## src/hw/rtl/scale_notification_frame_parser_macros.svh

```systemverilog
// ---------------------------------------------------------------------------
// Scale notification frame parser assertion macros
// Implication checks on the parser's own logic, sampled on the rising clock.
// ---------------------------------------------------------------------------
`ifndef SCALE_NOTIFICATION_FRAME_PARSER_MACROS_SVH
`define SCALE_NOTIFICATION_FRAME_PARSER_MACROS_SVH

`ifndef ASSERT_OFF
`define SNFP_ASSERT_IMP(label, clk, rstn, ante, cons) \
    label: assert property (@(posedge clk) disable iff (!(rstn)) (ante) |-> (cons)) \
        else $error("snfp check failed");
`define SNFP_ASSERT_NXT(label, clk, rstn, ante, cons) \
    label: assert property (@(posedge clk) disable iff (!(rstn)) (ante) |=> (cons)) \
        else $error("snfp check failed");
`else
`define SNFP_ASSERT_IMP(label, clk, rstn, ante, cons)
`define SNFP_ASSERT_NXT(label, clk, rstn, ante, cons)
`endif

`endif

```

## src/hw/rtl/snfp_pkg.sv

```systemverilog
// ---------------------------------------------------------------------------
// Scale notification frame parser package
// Parse phases, frame constants and result types.
// ---------------------------------------------------------------------------
package snfp_pkg;

    typedef enum logic [6:0] {
        PH_HUNT    = 7'b0000001,
        PH_GOT_EF  = 7'b0000010,
        PH_TOPIC   = 7'b0000100,
        PH_LENGTH  = 7'b0001000,
        PH_TYPE    = 7'b0010000,
        PH_PAYLOAD = 7'b0100000,
        PH_DONE    = 7'b1000000
    } phase_t;

    localparam logic [7:0] SYNC_FIRST    = 8'hEF;
    localparam logic [7:0] SYNC_SECOND   = 8'hDD;
    localparam logic [7:0] TOPIC_BATTERY = 8'h08;
    localparam logic [7:0] TOPIC_WEIGHT  = 8'h0C;
    localparam logic [7:0] TYPE_WEIGHT   = 8'h05;
    localparam logic [7:0] MIN_WEIGHT_LEN = 8'd6;
    localparam logic [7:0] BATTERY_MASK  = 8'h7F;
    localparam logic [7:0] SIGN_MASK     = 8'h02;
    localparam logic [7:0] UNIT_MIN      = 8'd1;
    localparam logic [7:0] UNIT_MAX      = 8'd4;

    localparam logic [8:0] IDX_WEIGHT_LOW  = 9'd0;
    localparam logic [8:0] IDX_WEIGHT_HIGH = 9'd1;
    localparam logic [8:0] IDX_UNIT        = 9'd4;
    localparam logic [8:0] IDX_SIGN        = 9'd5;

    localparam logic KIND_BATTERY = 1'b0;
    localparam logic KIND_WEIGHT  = 1'b1;

    typedef struct packed {
        logic        negative;
        logic [2:0]  decimals;
        logic [15:0] raw;
        logic [6:0]  battery;
    } report_t;

endpackage

```

## src/hw/rtl/scale_notification_frame_parser.sv

```systemverilog
// ---------------------------------------------------------------------------
// Scale notification frame parser
// Syncs on EF DD, decodes the first frame of each notification and reports
// battery level or fixed-format weight.
// ---------------------------------------------------------------------------
// Path: an input beat is held in the input register; its result is held in
//   the result register.
// Throughput: one input beat per cycle while the output is not stalled.
// Reset: aresetn low clears the parse to sync hunt and empties both registers.
`include "scale_notification_frame_parser_macros.svh"

module scale_notification_frame_parser (
    input  logic        aclk,
    input  logic        aresetn,
    input  logic        s_tvalid,
    output logic        s_tready,
    input  logic [7:0]  s_tdata,   // [7:0] data_byte
    input  logic        s_tuser,   // [0] message_start
    output logic        m_tvalid,
    input  logic        m_tready,
    output logic [31:0] m_tdata,   // [6:0] battery_level, [22:7] weight_raw,
                                   // [25:23] weight_decimals, [26] weight_negative
    output logic        m_tuser    // [0] frame_kind
);
    import snfp_pkg::*;

    logic        in_valid_reg, in_valid_next;
    logic [7:0]  in_byte_reg;
    logic        in_start_reg;
    logic        out_valid_reg, out_valid_next;
    report_t     out_report_reg;
    logic        out_kind_reg;

    phase_t      phase_reg, phase_next, phase_cur;
    logic [8:0]  count_reg, count_next, count_inc;
    logic [7:0]  topic_reg, topic_next;
    logic [7:0]  length_reg, length_next;
    logic [7:0]  type_reg, type_next;
    logic [7:0]  wlow_reg, wlow_next;
    logic [7:0]  whigh_reg, whigh_next;
    logic [7:0]  unit_reg, unit_next;
    logic [7:0]  sign_reg, sign_next;

    logic        advance, in_fire, process, finish, hit;
    logic        hit_kind;
    report_t     hit_report;

    assign advance  = !out_valid_reg || m_tready;
    assign s_tready = !in_valid_reg || advance;
    assign in_fire  = s_tvalid && s_tready;
    assign process  = in_valid_reg && advance;

    assign in_valid_next  = in_fire ? 1'b1 : (process ? 1'b0 : in_valid_reg);
    assign phase_cur      = in_start_reg ? PH_HUNT : phase_reg;
    assign count_inc      = count_reg + 9'd1;

    always_comb begin
        phase_next  = phase_cur;
        count_next  = count_reg;
        topic_next  = topic_reg;
        length_next = length_reg;
        type_next   = type_reg;
        wlow_next   = wlow_reg;
        whigh_next  = whigh_reg;
        unit_next   = unit_reg;
        sign_next   = sign_reg;
        finish      = 1'b0;
        case (phase_cur)
            PH_HUNT: begin
                if (in_byte_reg == SYNC_FIRST) phase_next = PH_GOT_EF;
            end
            PH_GOT_EF: begin
                if (in_byte_reg == SYNC_SECOND) begin
                    phase_next = PH_TOPIC;
                end else if (in_byte_reg != SYNC_FIRST) begin
                    phase_next = PH_HUNT;
                end
            end
            PH_TOPIC: begin
                topic_next = in_byte_reg;
                phase_next = PH_LENGTH;
            end
            PH_LENGTH: begin
                length_next = in_byte_reg;
                phase_next  = PH_TYPE;
            end
            PH_TYPE: begin
                type_next  = in_byte_reg;
                count_next = '0;
                if (length_reg == 8'd0) begin
                    finish     = 1'b1;
                    phase_next = PH_DONE;
                end else begin
                    phase_next = PH_PAYLOAD;
                end
            end
            PH_PAYLOAD: begin
                if (count_reg == IDX_WEIGHT_LOW) wlow_next = in_byte_reg;
                if (count_reg == IDX_WEIGHT_HIGH) whigh_next = in_byte_reg;
                if (count_reg == IDX_UNIT) unit_next = in_byte_reg;
                if (count_reg == IDX_SIGN) sign_next = in_byte_reg;
                count_next = count_inc;
                if (count_inc >= {1'b0, length_reg}) begin
                    finish     = 1'b1;
                    phase_next = PH_DONE;
                end
            end
            PH_DONE: begin
                phase_next = PH_DONE;
            end
            default: begin
                phase_next = PH_HUNT;
            end
        endcase
    end

    always_comb begin
        hit        = 1'b0;
        hit_kind   = KIND_BATTERY;
        hit_report = '0;
        if (finish && topic_next == TOPIC_BATTERY) begin
            hit                = 1'b1;
            hit_report.battery = 7'(type_next & BATTERY_MASK);
        end else if (finish && topic_next == TOPIC_WEIGHT && type_next == TYPE_WEIGHT
                     && length_next >= MIN_WEIGHT_LEN) begin
            hit             = 1'b1;
            hit_kind        = KIND_WEIGHT;
            hit_report.raw  = {whigh_next, wlow_next};
            hit_report.decimals = (unit_next >= UNIT_MIN && unit_next <= UNIT_MAX)
                                  ? unit_next[2:0] : 3'd0;
            hit_report.negative = (sign_next & SIGN_MASK) == SIGN_MASK;
        end
    end

    assign out_valid_next = (process && hit) ? 1'b1 : (m_tready ? 1'b0 : out_valid_reg);

    always_ff @(posedge aclk) begin
        if (!aresetn) begin
            in_valid_reg  <= 1'b0;
            out_valid_reg <= 1'b0;
            phase_reg     <= PH_HUNT;
            count_reg     <= '0;
            topic_reg     <= '0;
            length_reg    <= '0;
            type_reg      <= '0;
        end else begin
            in_valid_reg  <= in_valid_next;
            out_valid_reg <= out_valid_next;
            if (process) begin
                phase_reg  <= phase_next;
                count_reg  <= count_next;
                topic_reg  <= topic_next;
                length_reg <= length_next;
                type_reg   <= type_next;
            end
        end
    end

    always_ff @(posedge aclk) begin
        if (in_fire) begin
            in_byte_reg  <= s_tdata;
            in_start_reg <= s_tuser;
        end
        if (process) begin
            wlow_reg  <= wlow_next;
            whigh_reg <= whigh_next;
            unit_reg  <= unit_next;
            sign_reg  <= sign_next;
        end
        if (process && hit) begin
            out_report_reg <= hit_report;
            out_kind_reg   <= hit_kind;
        end
    end

    assign m_tvalid = out_valid_reg;
    assign m_tdata  = {5'd0, out_report_reg};
    assign m_tuser  = out_kind_reg;

    `SNFP_ASSERT_IMP(a_done_silent, aclk, aresetn,
        in_valid_reg && !in_start_reg && phase_reg == PH_DONE, !hit)
    `SNFP_ASSERT_IMP(a_no_overwrite, aclk, aresetn,
        out_valid_reg && !m_tready, !process)
    `SNFP_ASSERT_IMP(a_weight_len, aclk, aresetn,
        hit && hit_kind == KIND_WEIGHT, length_next >= MIN_WEIGHT_LEN)
    `SNFP_ASSERT_NXT(a_start_hunt, aclk, aresetn,
        process && in_start_reg && in_byte_reg != SYNC_FIRST, phase_reg == PH_HUNT)

endmodule

```

## config.mk

```make
export PLATFORM = sky130hd
export DESIGN_NAME = scale_notification_frame_parser
export DESIGN_NICKNAME = d
export VERILOG_FILES = /design/src/hw/rtl/snfp_pkg.sv /design/src/hw/rtl/scale_notification_frame_parser.sv
export VERILOG_INCLUDE_DIRS = /design/src /design/src/hw/rtl
export SDC_FILE = /design/constraint.sdc
export NUM_CORES = 1
export LEC_CHECK = 0
export BUFFER_PORTS_ARGS = -buffer_cell sky130_fd_sc_hd__buf_2
export CORE_MARGIN = 2
export CORE_UTILIZATION = 48
export CTS_CLUSTER_SIZE = 28
export DETAILED_ROUTE_END_ITERATION = 10
export PLACE_DENSITY = 0.74
export REMOVE_ABC_BUFFERS = 1
export SYNTH_ARGS = -nofsm -noshare
export SYNTH_HDL_FRONTEND = slang
export SYNTH_SLANG_ARGS = --single-unit
export TNS_END_PERCENT = 5
```

## constraint.sdc

```tcl
create_clock -name aclk -period 7.9 [get_ports aclk]
set_input_delay 0.79 -clock aclk [delete_from_list [all_inputs] [get_ports aclk]]
set_output_delay 0.79 -clock aclk [all_outputs]
set_load 0.05 [all_outputs]
```

* Yosys cells after proc, flatten, opt, wreduce, memory -nomap -nowiden *
Index checks and enable logic that the tools add are counted.
W data, S select, Z words.

word-level totals
  register bits = 105
  input port bits = 13
  output and inout bits = 35
  logic and storage cells = 91

operators by class
  add/subtract/negate cells = 1
  magnitude comparators = 4
  equal/unequal tests = 16
  mux-type cells = 28
  bitwise logic cells = 2
  reduce and logical (&&, ||, !) cells = 21

operators by type and width
  kind                   count
  $mux W8                9
  $pmux W7 S7            1
  $mux W7                6
  $eq A9 B3 Y1 const B   2
  $pmux W9 S2            1
  $eq A8 B4 Y1 const B   2
  $eq A8 B8 Y1 const B   2
  $add A9 B1 Y9 const B  1
  $eq A9 B1 Y1 const B   1
  $ge A9 B8 Y1           1
  $logic_not A9 Y1       1
  $eq A8 B3 Y1 const B   1
  $ge A8 B1 Y1 const B   1
  $ge A8 B3 Y1 const B   1
  $le A8 B3 Y1 const B   1
  $logic_and A1 B1 Y1    8
  $logic_not A8 Y1       1
  $mux W1                8
  $ne A8 B8 Y1 const B   1
  $eq A7 B1 Y1 const B   1
  $eq A7 B2 Y1 const B   1
  $eq A7 B3 Y1 const B   1
  $eq A7 B4 Y1 const B   1
  $eq A7 B5 Y1 const B   1
  12 further kinds       18

* Depth between registers and ports, before layout *
Gate-level depths: netlist of the first run.

  word-level depth = 11
  gate-level depth with buffers = 11
  mapped depth without buffers = 9

* Worst setup path after synthesis of the first run *
OpenSTA, ideal clock, no wires.

  path kind = register -> register
  from = register count_reg[2]
  to = register out_report_reg (netlist bit m_tdata[0]) (enable)
  arrival time = 6.599 ns
  setup slack = 0.736 ns
  stages on the path, launching flop included = 12
  buffers on the path = 2
  cell sequence = dfxtp_1 buf_1 nand3_1 nor2_1 xor2_1 ha_1 nand4_1 o21ba_2 nand3_1 o21ai_0 clkbuf_1 a2111oi_0

between the ends
  cells in the longest elaborated chain, start to end = 10

ends and longest elaborated chain
  what                               RTL line                                text
  start: declaration                 scale_notification_frame_parser.sv:35   logic [8:0] count_reg, count_next, count_inc;
  start signal: assignment           scale_notification_frame_parser.sv:151  count_reg <= count_next;
  $add A9 B1 Y9 *                    scale_notification_frame_parser.sv:55   assign count_inc = count_reg + 9'd1;
  $ge A9 B8 Y1 *                     scale_notification_frame_parser.sv:103  if (count_inc >= {1'b0, length_reg}) begin
  $mux W1 *                          scale_notification_frame_parser.sv:103
  $pmux W1 S2 *                      scale_notification_frame_parser.sv:68   case (phase_cur)
  $logic_and A1 B1 Y1 (2 in series)  scale_notification_frame_parser.sv:124  end else if (finish && topic_next == TOPIC_WEIGHT && type_next == TYPE_WEIGHT
  $logic_and A1 B1 Y1                scale_notification_frame_parser.sv:125  && length_next >= MIN_WEIGHT_LEN) begin
  $mux W1                            scale_notification_frame_parser.sv:124
  $mux W1 *                          scale_notification_frame_parser.sv:121  if (finish && topic_next == TOPIC_BATTERY) begin
  $logic_and A1 B1 Y1 *              scale_notification_frame_parser.sv:170  if (process && hit) begin
  end signal: assignment             scale_notification_frame_parser.sv:171  out_report_reg <= hit_report;
  end: declaration                   scale_notification_frame_parser.sv:31   report_t out_report_reg;

Every way passes the cells marked *; elsewhere a longest branch is shown, timed or not.
A chain may end at the register's enable or synchronous reset.

* Worst setup path in the final report of the first run *
  from = register phase_reg[5]
  to = register out_report_reg (netlist bit m_tdata[25]), data pin

between the ends
  cells in the longest elaborated chain, start to end = 9

ends and longest elaborated chain
  what                                                                  RTL line                                text
  start: declaration                                                    scale_notification_frame_parser.sv:34   phase_t phase_reg, phase_next, phase_cur;
  start signal: assignment                                              scale_notification_frame_parser.sv:150  phase_reg <= phase_next;
  $mux W7 *                                                             scale_notification_frame_parser.sv:54   assign phase_cur = in_start_reg ? PH_HUNT : phase_reg;
  parallel branches: the longest is 8 deep, another holds $ge A8 B1 Y1  -

Every way passes the cells marked *.

==> results of run 1 <==
[cells in the mapped netlist (5+ instances only)]
| library cell | n |
|---|---|
| xor2_1 | 5 |
| mux2_2 | 8 |
| dfxtp_1 | 42 |
| buf_2 | 7 |
| a2111oi_2 | 15 |
| nor3_1 | 9 |
| a21boi_0 | 13 |
| mux2i_1 | 32 |
| ha_1 | 11 |
| buf_4 | 6 |
| nor2_1 | 32 |
| a2111oi_0 | 12 |
| edfxtp_1 | 62 |
| and2_1 | 5 |
| clkbuf_1 | 26 |
| nand4_1 | 10 |
| o21ai_0 | 22 |
| a22oi_1 | 5 |
| nand2_1 | 42 |
| or3_1 | 6 |
| nor4_1 | 7 |
| nand3_1 | 11 |
| nor2b_1 | 8 |
| inv_1 | 31 |
| a21oi_1 | 15 |
[worst max-delay path: stages, from the launching register on]
cell and delay [ps]:
dfxtp_1 430, nor3_2 400, nand4_1 480, mux2_2 460, nand3_1 800, a2111oi_0 750
[cell families (layout without fill, tap and decap cells)]
logic type,count (synthesis),in the layout,share of synthesized area [%]
AND/OR/NAND/NOR,155,155,16.0
flip-flops,104,104,50.5
multiplexers,40,40,7.66
XOR/XNOR,9,9,1.47
buffers and inverters,74,96,5.77
AO/OA/AOI/OAI,105,105,16.0
other,1,5,0.0700
adder cells (fa/ha/maj),11,11,2.57
[cell type report]
type | count | area, µm² | share of cell area (%)
tap | 140 | 175 | 3.00
multi-input combinational | 325 | 2380 | 40.8
sequential | 104 | 2700 | 46.3
inverter | 32 | 120 | 2.06
clock buffer | 10 | 128 | 2.19
clock inverter | 6 | 72.6 | 1.24
timing repair buffer | 48 | 255 | 4.38
[per-layer routing]
| layer | share of wire, % | global-route usage, % | vias to the layer above |
|---|---|---|---|
| li1 | - | - | 1886 |
| met1 | 44 | 27.4 | 1843 |
| met2 | 48 | 32.9 | 122 |
| met3 | 5.9 | 4.15 | 22 |
| met4 | 2.1 | 7.41 | 0 |
| met5 | 0 | 0 | - |
[final timing paths]
check | startpoint | endpoint | depth (start not counted)
worst max-delay path | phase_reg[5] | m_tdata[25] | 5
worst min-delay path | type_reg[4] | type_reg[4] | 2
worst max register to register | phase_reg[5] | m_tdata[25] | 5
worst min register to register | type_reg[4] | type_reg[4] | 2
[power by group]
group          switching [mW]  total, mW  internal [mW]
Combinational          0.0196     0.0272        0.00758
Sequential             0.0154      0.591          0.575
Clock                   0.187      0.339          0.152
Total                   0.222      0.956          0.735
==> results.json, run 1 <==
{
  "syn_inst": 499,
  "viasPerCell": 5.82,
  "peakVddDrop_v": 0.000121,
  "grt_max_degree": 31,
  "finalWirelength_um": 11500,
  "end_kind": "flop",
  "num_io_pins": 48,
  "via_count": 3873,
  "maxSlewViolCount": 0,
  "p_per_area_nw_per_um2": 164,
  "arrival_ps": 3690,
  "worstMarginPinSlew_ps": 1200,
  "coreArea_um2": 10800,
  "cts_buffers": 9,
  "synth-main-ff-cell": "edfxtp_1",
  "post-place-ws_ps": 4340,
  "post_cts_buffers": 0,
  "die_h_um": 110,
  "grt_pass1_wl_um": 18800,
  "p_leak_nw": 1.84,
  "avgSynthCellArea_um2": 10.7,
  "fin_area_um2": 5830,
  "stdcell_count": 665,
  "synth_seq_cells": 104,
  "hpwl_um": 7790,
  "cts_hold_buffers": 0,
  "syn_area_um2": 5360,
  "htree_levels": 3,
  "post_cts_resized": 0,
  "async_reset_ff_share_pct": 0,
  "fin_worst_skew_ps": 20.9,
  "cts_sinks": 104,
  "fillers": 952,
  "io_buffers": 42,
  "fin_hold_ws_ps": 486,
  "hp-class": "reg2reg",
  "worst-setup-path-type": "reg2reg",
  "cp_max_fo": 21,
  "min_period_ps": 3580,
  "setup_violations": 0,
  "period_share_pct": 45.4,
  "fmax_mhz": 279,
  "final_common_cell": "edfxtp_1",
  "clkLatencyLatePin_ps": 370,
  "cts_root_buf": "clkbuf_8",
  "overflow": 0,
  "path_clk_slew_ps": 100,
  "place.gp.congestion": 0.958,
  "clockBufferDepth": 2,
  "startpoint_type": "flop",
  "yosys.cell_types.count": 60,
  "n_antenna_cell": 0,
  "nets": 544,
  "outcome": "complete, no violations",
  "grt_pass1_vias": 3664,
  "finalCoreUtilization_pct": 53.8,
  "layout_common_cells": "62 x edfxtp_1, 42 x nand2_1, 42 x dfxtp_1, 42 x buf_2, 32 x mux2i_1",
  "maxCapViolCount": 0,
  "start_util_pct": 49.4,
  "largest_register_ff_count": 27,
  "dp_cells": 649,
  "grt_usage_pct": 20.5,
  "cts_tree": "done",
  "setup_tns_ps": 0,
  "r2r_setup_slack_ps": 4320,
  "synth.yosys.seq_area_share_pct": 50.5,
  "syn2layout_area_growth_pct": 8.88,
  "wl_per_cell_um": 17.3,
  "hold_violations": 0,
  "placed_area_um2": 5630,
  "core.rowCount": 38,
  "synth_edf_count": 62,
  "ant_nets": 0,
  "drt_first_pass_iters": 5,
  "remaining_drc_errors": 0,
  "yosysTopAreaCell": "edfxtp_1",
  "drive_gt1_share_pct": 19.0,
  "synth_top_area_share_pct": 34.8,
  "die_w_um": 110,
  "critPathRequiredTime_ps": 8010,
  "synth_warnings": 0,
  "setup_ws_ps": 4320,
  "p_total_mw": 0.956,
  "dr.first_iter.drc_count": 280,
  "rsz0062_at_grt": "no",
  "slew_headroom_pct": 19.8,
  "die_area_um2": 12000,
  "synth_area_leaders": "edfxtp_1 35%, dfxtp_1 16%, mux2i_1 6.0%",
  "antenna_found_initial": 0
}
(Power assumes the default switching activity.)
==> run 2, diff against run 1 <==
--- a/config.mk
+++ b/config.mk
@@ -11,7 +11,7 @@
 export CORE_UTILIZATION = 48
 export CTS_CLUSTER_SIZE = 28
 export DETAILED_ROUTE_END_ITERATION = 10
-export PLACE_DENSITY = 0.74
+export PLACE_DENSITY = 0.76
 export REMOVE_ABC_BUFFERS = 1
 export SYNTH_ARGS = -nofsm -noshare
 export SYNTH_HDL_FRONTEND = slang
==> constraint.sdc (replaced) <==
create_clock -name aclk -period 3 [get_ports aclk]
set_input_delay 0.3 -clock aclk [delete_from_list [all_inputs] [get_ports aclk]]
set_output_delay 0.3 -clock aclk [all_outputs]
set_load 0.05 [all_outputs]
==> run 2 against run 1 <==
  * Sequential cell count unchanged
  * Critical path depth up 6
  * Fmax up 25%
  * Worst setup slack worse by 4200 ps
  * Via count up 5.3%
  * Final area up 4.1%
  * Routed wire length up 5.2%
  * Count of clock-buffer cells in the layout down 1
  * Sequential share of layout area down 1.8 points
  * Clock power rose to 2.6 times the previous value
  * Core utilization up 2.2 points
  * Total power rose to 2.7 times the previous value
  * Largest power group unchanged
==> results.json, run 2 (synthesis results as in run 1) <==
{
  "outcome": "complete, no violations",
  "cts_tree": "done",
  "wl_per_cell_um": 17.6,
  "die_h_um": 110,
  "fmax_mhz": 349,
  "io_buffers": 42,
  "critPathRequiredTime_ps": 3090,
  "fin_area_um2": 6070,
  "peakVddDrop_v": 0.000303,
  "coreArea_um2": 10800,
  "regArea_um2": 2710,
  "placed_area_um2": 5810,
  "cts_hold_buffers": 0,
  "clockBufferDepth": 2,
  "finalCoreUtilization_pct": 56.0,
  "die_area_um2": 12000,
  "antenna_found_initial": 0,
  "layout_common_cells": "62 x edfxtp_1, 42 x nand2_1, 42 x buf_2, 40 x dfxtp_1, 32 x mux2i_1",
  "fillers": 934,
  "startpoint_type": "flop",
  "finalWirelength_um": 12100,
  "grt_pass1_wl_um": 19400,
  "multi_input_area_um2": 2400,
  "core.rowCount": 38,
  "ant_nets": 0,
  "drt_first_pass_iters": 5,
  "p_total_mw": 2.54,
  "die_w_um": 110,
  "maxSlewViolCount": 0,
  "fin_worst_skew_ps": 15.1,
  "path_clk_slew_ps": 100,
  "cts_buffers": 9,
  "worstMarginPinSlew_ps": 740,
  "htree_levels": 3,
  "place.gp.congestion": 0.884,
  "nets": 568,
  "cp_max_fo": 11,
  "hold_violations": 0,
  "cts_sinks": 104,
  "start_util_pct": 49.4,
  "p_leak_nw": 1.97,
  "grt_usage_pct": 21.1,
  "n_antenna_cell": 0,
  "grt_max_degree": 30,
  "stdcell_count": 689,
  "worst-setup-path-type": "reg2reg",
  "grt_pass1_vias": 3948,
  "setup_ws_ps": 135,
  "via_count": 4078,
  "arrival_ps": 2950,
  "final_common_cell": "edfxtp_1",
  "end_kind": "flop",
  "cts_root_buf": "clkbuf_8",
  "slew_headroom_pct": 50.3,
  "drive_gt1_share_pct": 23.1,
  "p_per_area_nw_per_um2": 417,
  "setup_violations": 0,
  "viasPerCell": 5.92,
  "largest_register_ff_count": 27,
  "overflow": 0,
  "period_share_pct": 95.5,
  "min_period_ps": 2870,
  "remaining_drc_errors": 0,
  "dp_cells": 671,
  "syn2layout_area_growth_pct": 13.4,
  "hpwl_um": 8230,
  "num_io_pins": 48,
  "setup_tns_ps": 0,
  "maxCapViolCount": 0,
  "fin_hold_ws_ps": 106,
  "clkLatencyLatePin_ps": 380,
  "dr.first_iter.drc_count": 230,
  "post-place-ws_ps": 103,
  "hp-class": "in2reg"
}
## run 2: layout make-up
class | instances | area share [%]
clock buffers | 9 | 2.04
clock inverters | 7 | 1.30
inverters | 32 | 1.98
multi-input cells | 325 | 39.5
flip-flops and latches | 104 | 44.6
well taps | 140 | 2.88
repair buffers | 72 | 7.68
## run 2: layer usage
layer / track usage [%] / wire length, µm / vias up
met2: 33.8 / 5760 / 132
met3: 5.16 / 728 / 26
met4: 8.32 / 286 / 0
met1: 27.4 / 5330 / 1988
li1: - / - / 1932
met5: 0 / 0 / -
## run 2: worst paths after layout
path | startpoint | end | slack, ps | depth (start not counted)
max | count_reg[0] | m_tdata[5] | 130 | 11
min | s_tdata[4] | in_byte_reg[4] | 110 | 1
max reg2reg | count_reg[0] | m_tdata[5] | 130 | 11
min reg2reg | type_reg[7] | type_reg[7] | 480 | 2
## run 2: worst max-delay path, cell delays in order, from the launching register on
cell       delay (ps)
dfxtp_4           370
ha_1              230
buf_4             160
xor2_1            150
ha_1              300
nand4_1           150
o21ba_2           250
nand3_1           140
o21ai_4           100
a2111oi_4         360
buf_4             200
buf_6             160
## run 2: repair_timing
action | in CTS | in global routing
gates resized for setup | 0 | 16
setup buffers | 0 | 1
setup endpoints to repair | 0 | 52
## run 2: power breakdown
group          leakage, nW  internal, mW  total [mW]  switching [mW]
Clock               0.0977         0.394       0.894           0.500
Sequential           0.908          1.51        1.52         0.00991
Combinational        0.963        0.0321       0.118          0.0862
Total                 1.97          1.94        2.54           0.596
==> run 3, diff against run 2 <==
--- a/config.mk
+++ b/config.mk
@@ -8,10 +8,10 @@
 export LEC_CHECK = 0
 export BUFFER_PORTS_ARGS = -buffer_cell sky130_fd_sc_hd__buf_2
 export CORE_MARGIN = 2
-export CORE_UTILIZATION = 48
+export CORE_UTILIZATION = 37
 export CTS_CLUSTER_SIZE = 28
 export DETAILED_ROUTE_END_ITERATION = 10
-export PLACE_DENSITY = 0.76
+export PLACE_DENSITY = 0.63
 export REMOVE_ABC_BUFFERS = 1
 export SYNTH_ARGS = -nofsm -noshare
 export SYNTH_HDL_FRONTEND = slang
==> run 3 against run 2 <==
  * First-iteration DRC count grew 93%
  * Clock skew fell by 4.4 ps
  * Worst setup slack gained 84 ps
  * Critical path depth down 1
  * Global-route usage down 4.5 points
  * Sequential share of layout area fell by 0.79 points
  * Sequential cell count unchanged
  * Non-clock buffer count down 1
  * Fmax is 3.0% higher
  * Largest power group unchanged
  * Highest routed layer unchanged
==> results.json, run 3 (synthesis results as in run 1) <==
{
  "nets": 567,
  "switching_share_pct": 23.3,
  "p_per_area_nw_per_um2": 449,
  "wl_per_cell_um": 17.1,
  "clkLatencyLatePin_ps": 360,
  "drt_first_pass_iters": 5,
  "grt_max_degree": 30,
  "cts_buffers": 9,
  "worst_hold_path.endpoint": "in_byte_reg[7]",
  "min-delay-start": "s_tdata[7]",
  "die_w_um": 124,
  "rsz0062_at_grt": "no",
  "reg2reg_to": "m_tuser",
  "n_antenna_cell": 0,
  "fillers": 1317,
  "period_share_pct": 92.7,
  "maxCapViolCount": 0,
  "cp_max_fo": 19,
  "outcome": "complete, no violations",
  "cts_sinks": 104,
  "via_count": 4028,
  "regArea_um2": 2700,
  "num_io_pins": 48,
  "ff2ff_path_depth": 10,
  "combPwrFrac_pct": 4.4,
  "place.gp.congestion": 0.925,
  "syn2layout_area_growth_pct": 15.2,
  "start_util_pct": 38.3,
  "hp-class": "in2reg",
  "coreArea_um2": 14000,
  "internal_power_mw": 2.12,
  "cts_tree": "done",
  "layout_common_cells": "62 x edfxtp_1, 42 x nand2_1, 42 x dfxtp_1, 42 x buf_2, 32 x mux2i_1",
  "clockBufferDepth": 2,
  "dr.first_iter.drc_count": 444,
  "io_buffers": 42,
  "ant_nets": 0,
  "p_total_mw": 2.77,
  "htree_levels": 3,
  "core.rowCount": 43,
  "p_switching_mw": 0.646,
  "min_period_ps": 2780,
  "dp_cells": 712,
  "multi_input_area_um2": 2390,
  "hold_depth": 1,
  "startpoint_type": "flop",
  "end_kind": "flop",
  "remaining_drc_errors": 0,
  "critPathRequiredTime_ps": 3060,
  "final_common_cell": "edfxtp_1",
  "grt_usage_pct": 16.6,
  "fin_hold_ws_ps": 119,
  "grt_pass1_wl_um": 20400,
  "p_leak_nw": 1.99,
  "clkPwrFrac_pct": 40.6,
  "worstMarginPinSlew_ps": 763,
  "worst-setup-path-type": "reg2reg",
  "slew_headroom_pct": 48.7,
  "hpwl_um": 8750,
  "viasPerCell": 5.53,
  "setup_violations": 0,
  "maxSlewViolCount": 0,
  "finalWirelength_um": 12500,
  "stdcell_count": 728,
  "cts_root_buf": "clkbuf_16",
  "peakVddDrop_v": 0.000309,
  "hold_violations": 0,
  "rr_startpoint": "count_reg[3]",
  "overflow": 0,
  "drive_gt1_share_pct": 22.4,
  "post_cts_buffers": 0,
  "fmax_mhz": 360,
  "antenna_found_initial": 0,
  "path_clk_slew_ps": 70,
  "die_h_um": 124,
  "grt_pass1_vias": 3875,
  "die_area_um2": 15500,
  "largest_register_ff_count": 27,
  "pwr-share-seq_pct": 55.0,
  "fin_worst_skew_ps": 10.7,
  "r2r_setup_slack_ps": 220,
  "arrival_ps": 2840
}
[run 3: cell count changes in the layout (fill, tap and decap cells not counted), moves of 2 or more]
cell / delta
buf_6: -3
buf_4: +2
dfxtp_1: +2
clkbuf_16: +9
clkbuf_8: -9
[run 3: worst max-delay path by stage]
stage / from / depth (start not counted) / to / slack, ps
finish: count_reg[3] / 10 / m_tuser / 220
global route: count_reg[0] / 10 / m_tdata[23] / 2
CTS: count_reg[3] / 10 / m_tdata[12] / 130
detailed placement: count_reg[3] / 10 / m_tdata[12] / 140
global placement: count_reg[3] / 10 / m_tdata[10] / 230
floorplan: count_reg[0] / 9 / m_tdata[0] / -5130
[run 3: worst max-delay path, stage by stage, from the launching register on]
cell,delay [ps]
dfxtp_1,490
nand4_1,220
nor2_1,180
xor2_1,110
ha_1,310
nand4_1,110
o21ba_2,220
nand3_1,100
o21ai_2,100
a2111oi_4,380
buf_6,260
[run 3: power groups by stage]
stage / clock, mW / sequential, mW / combinational (mW)
floorplan: 0 / 1.56 / 0.0469
global placement: 0 / 1.56 / 0.119
detailed placement: 0 / 1.56 / 0.120
CTS: 1.16 / 1.52 / 0.120
global route: 1.22 / 1.52 / 0.130
finish: 1.12 / 1.52 / 0.122
[run 3: what timing repair did]
item,CTS,global route
setup endpoints to repair,0,25
hold buffers,0,0
resized for setup,0,5
[run 3: layout make-up]
class,count,share of cell area [%]
multi-input cells,325,38.8
inverters,32,1.95
well taps,180,3.65
repair buffers,71,7.26
clock buffers,10,3.71
clock inverters,6,0.852
flip-flops and latches,104,43.8
[run 3: metrics by stage]
stage | setup slack, ps | setup TNS, ps | utilization [%] | area (µm²)
5_1_grt | 2.27 | 0 | 44.1 | 6170
4_1_cts | 128 | 0 | 44.0 | 6150
2_1_floorplan | -5130 | -196590 | - | 5180
6_report | 218 | 0 | 44.1 | 6170
3_5_place_dp | 142 | 0 | 41.9 | 5870
3_3_place_gp | 228 | 0 | 41.9 | 5870
[run 3: routing by layer]
layer  routed length (µm)  part of all wire (%)  global-route usage [%]  vias to the layer above
met5                    0                     0                       0                        -
met4                  222                   1.8                    5.35                        0
met3                  748                   6.0                    4.25                       17
met2                 5760                    46                    25.4                      135
met1                 5730                    46                    22.9                     1942
li1                     -                     -                       -                     1934
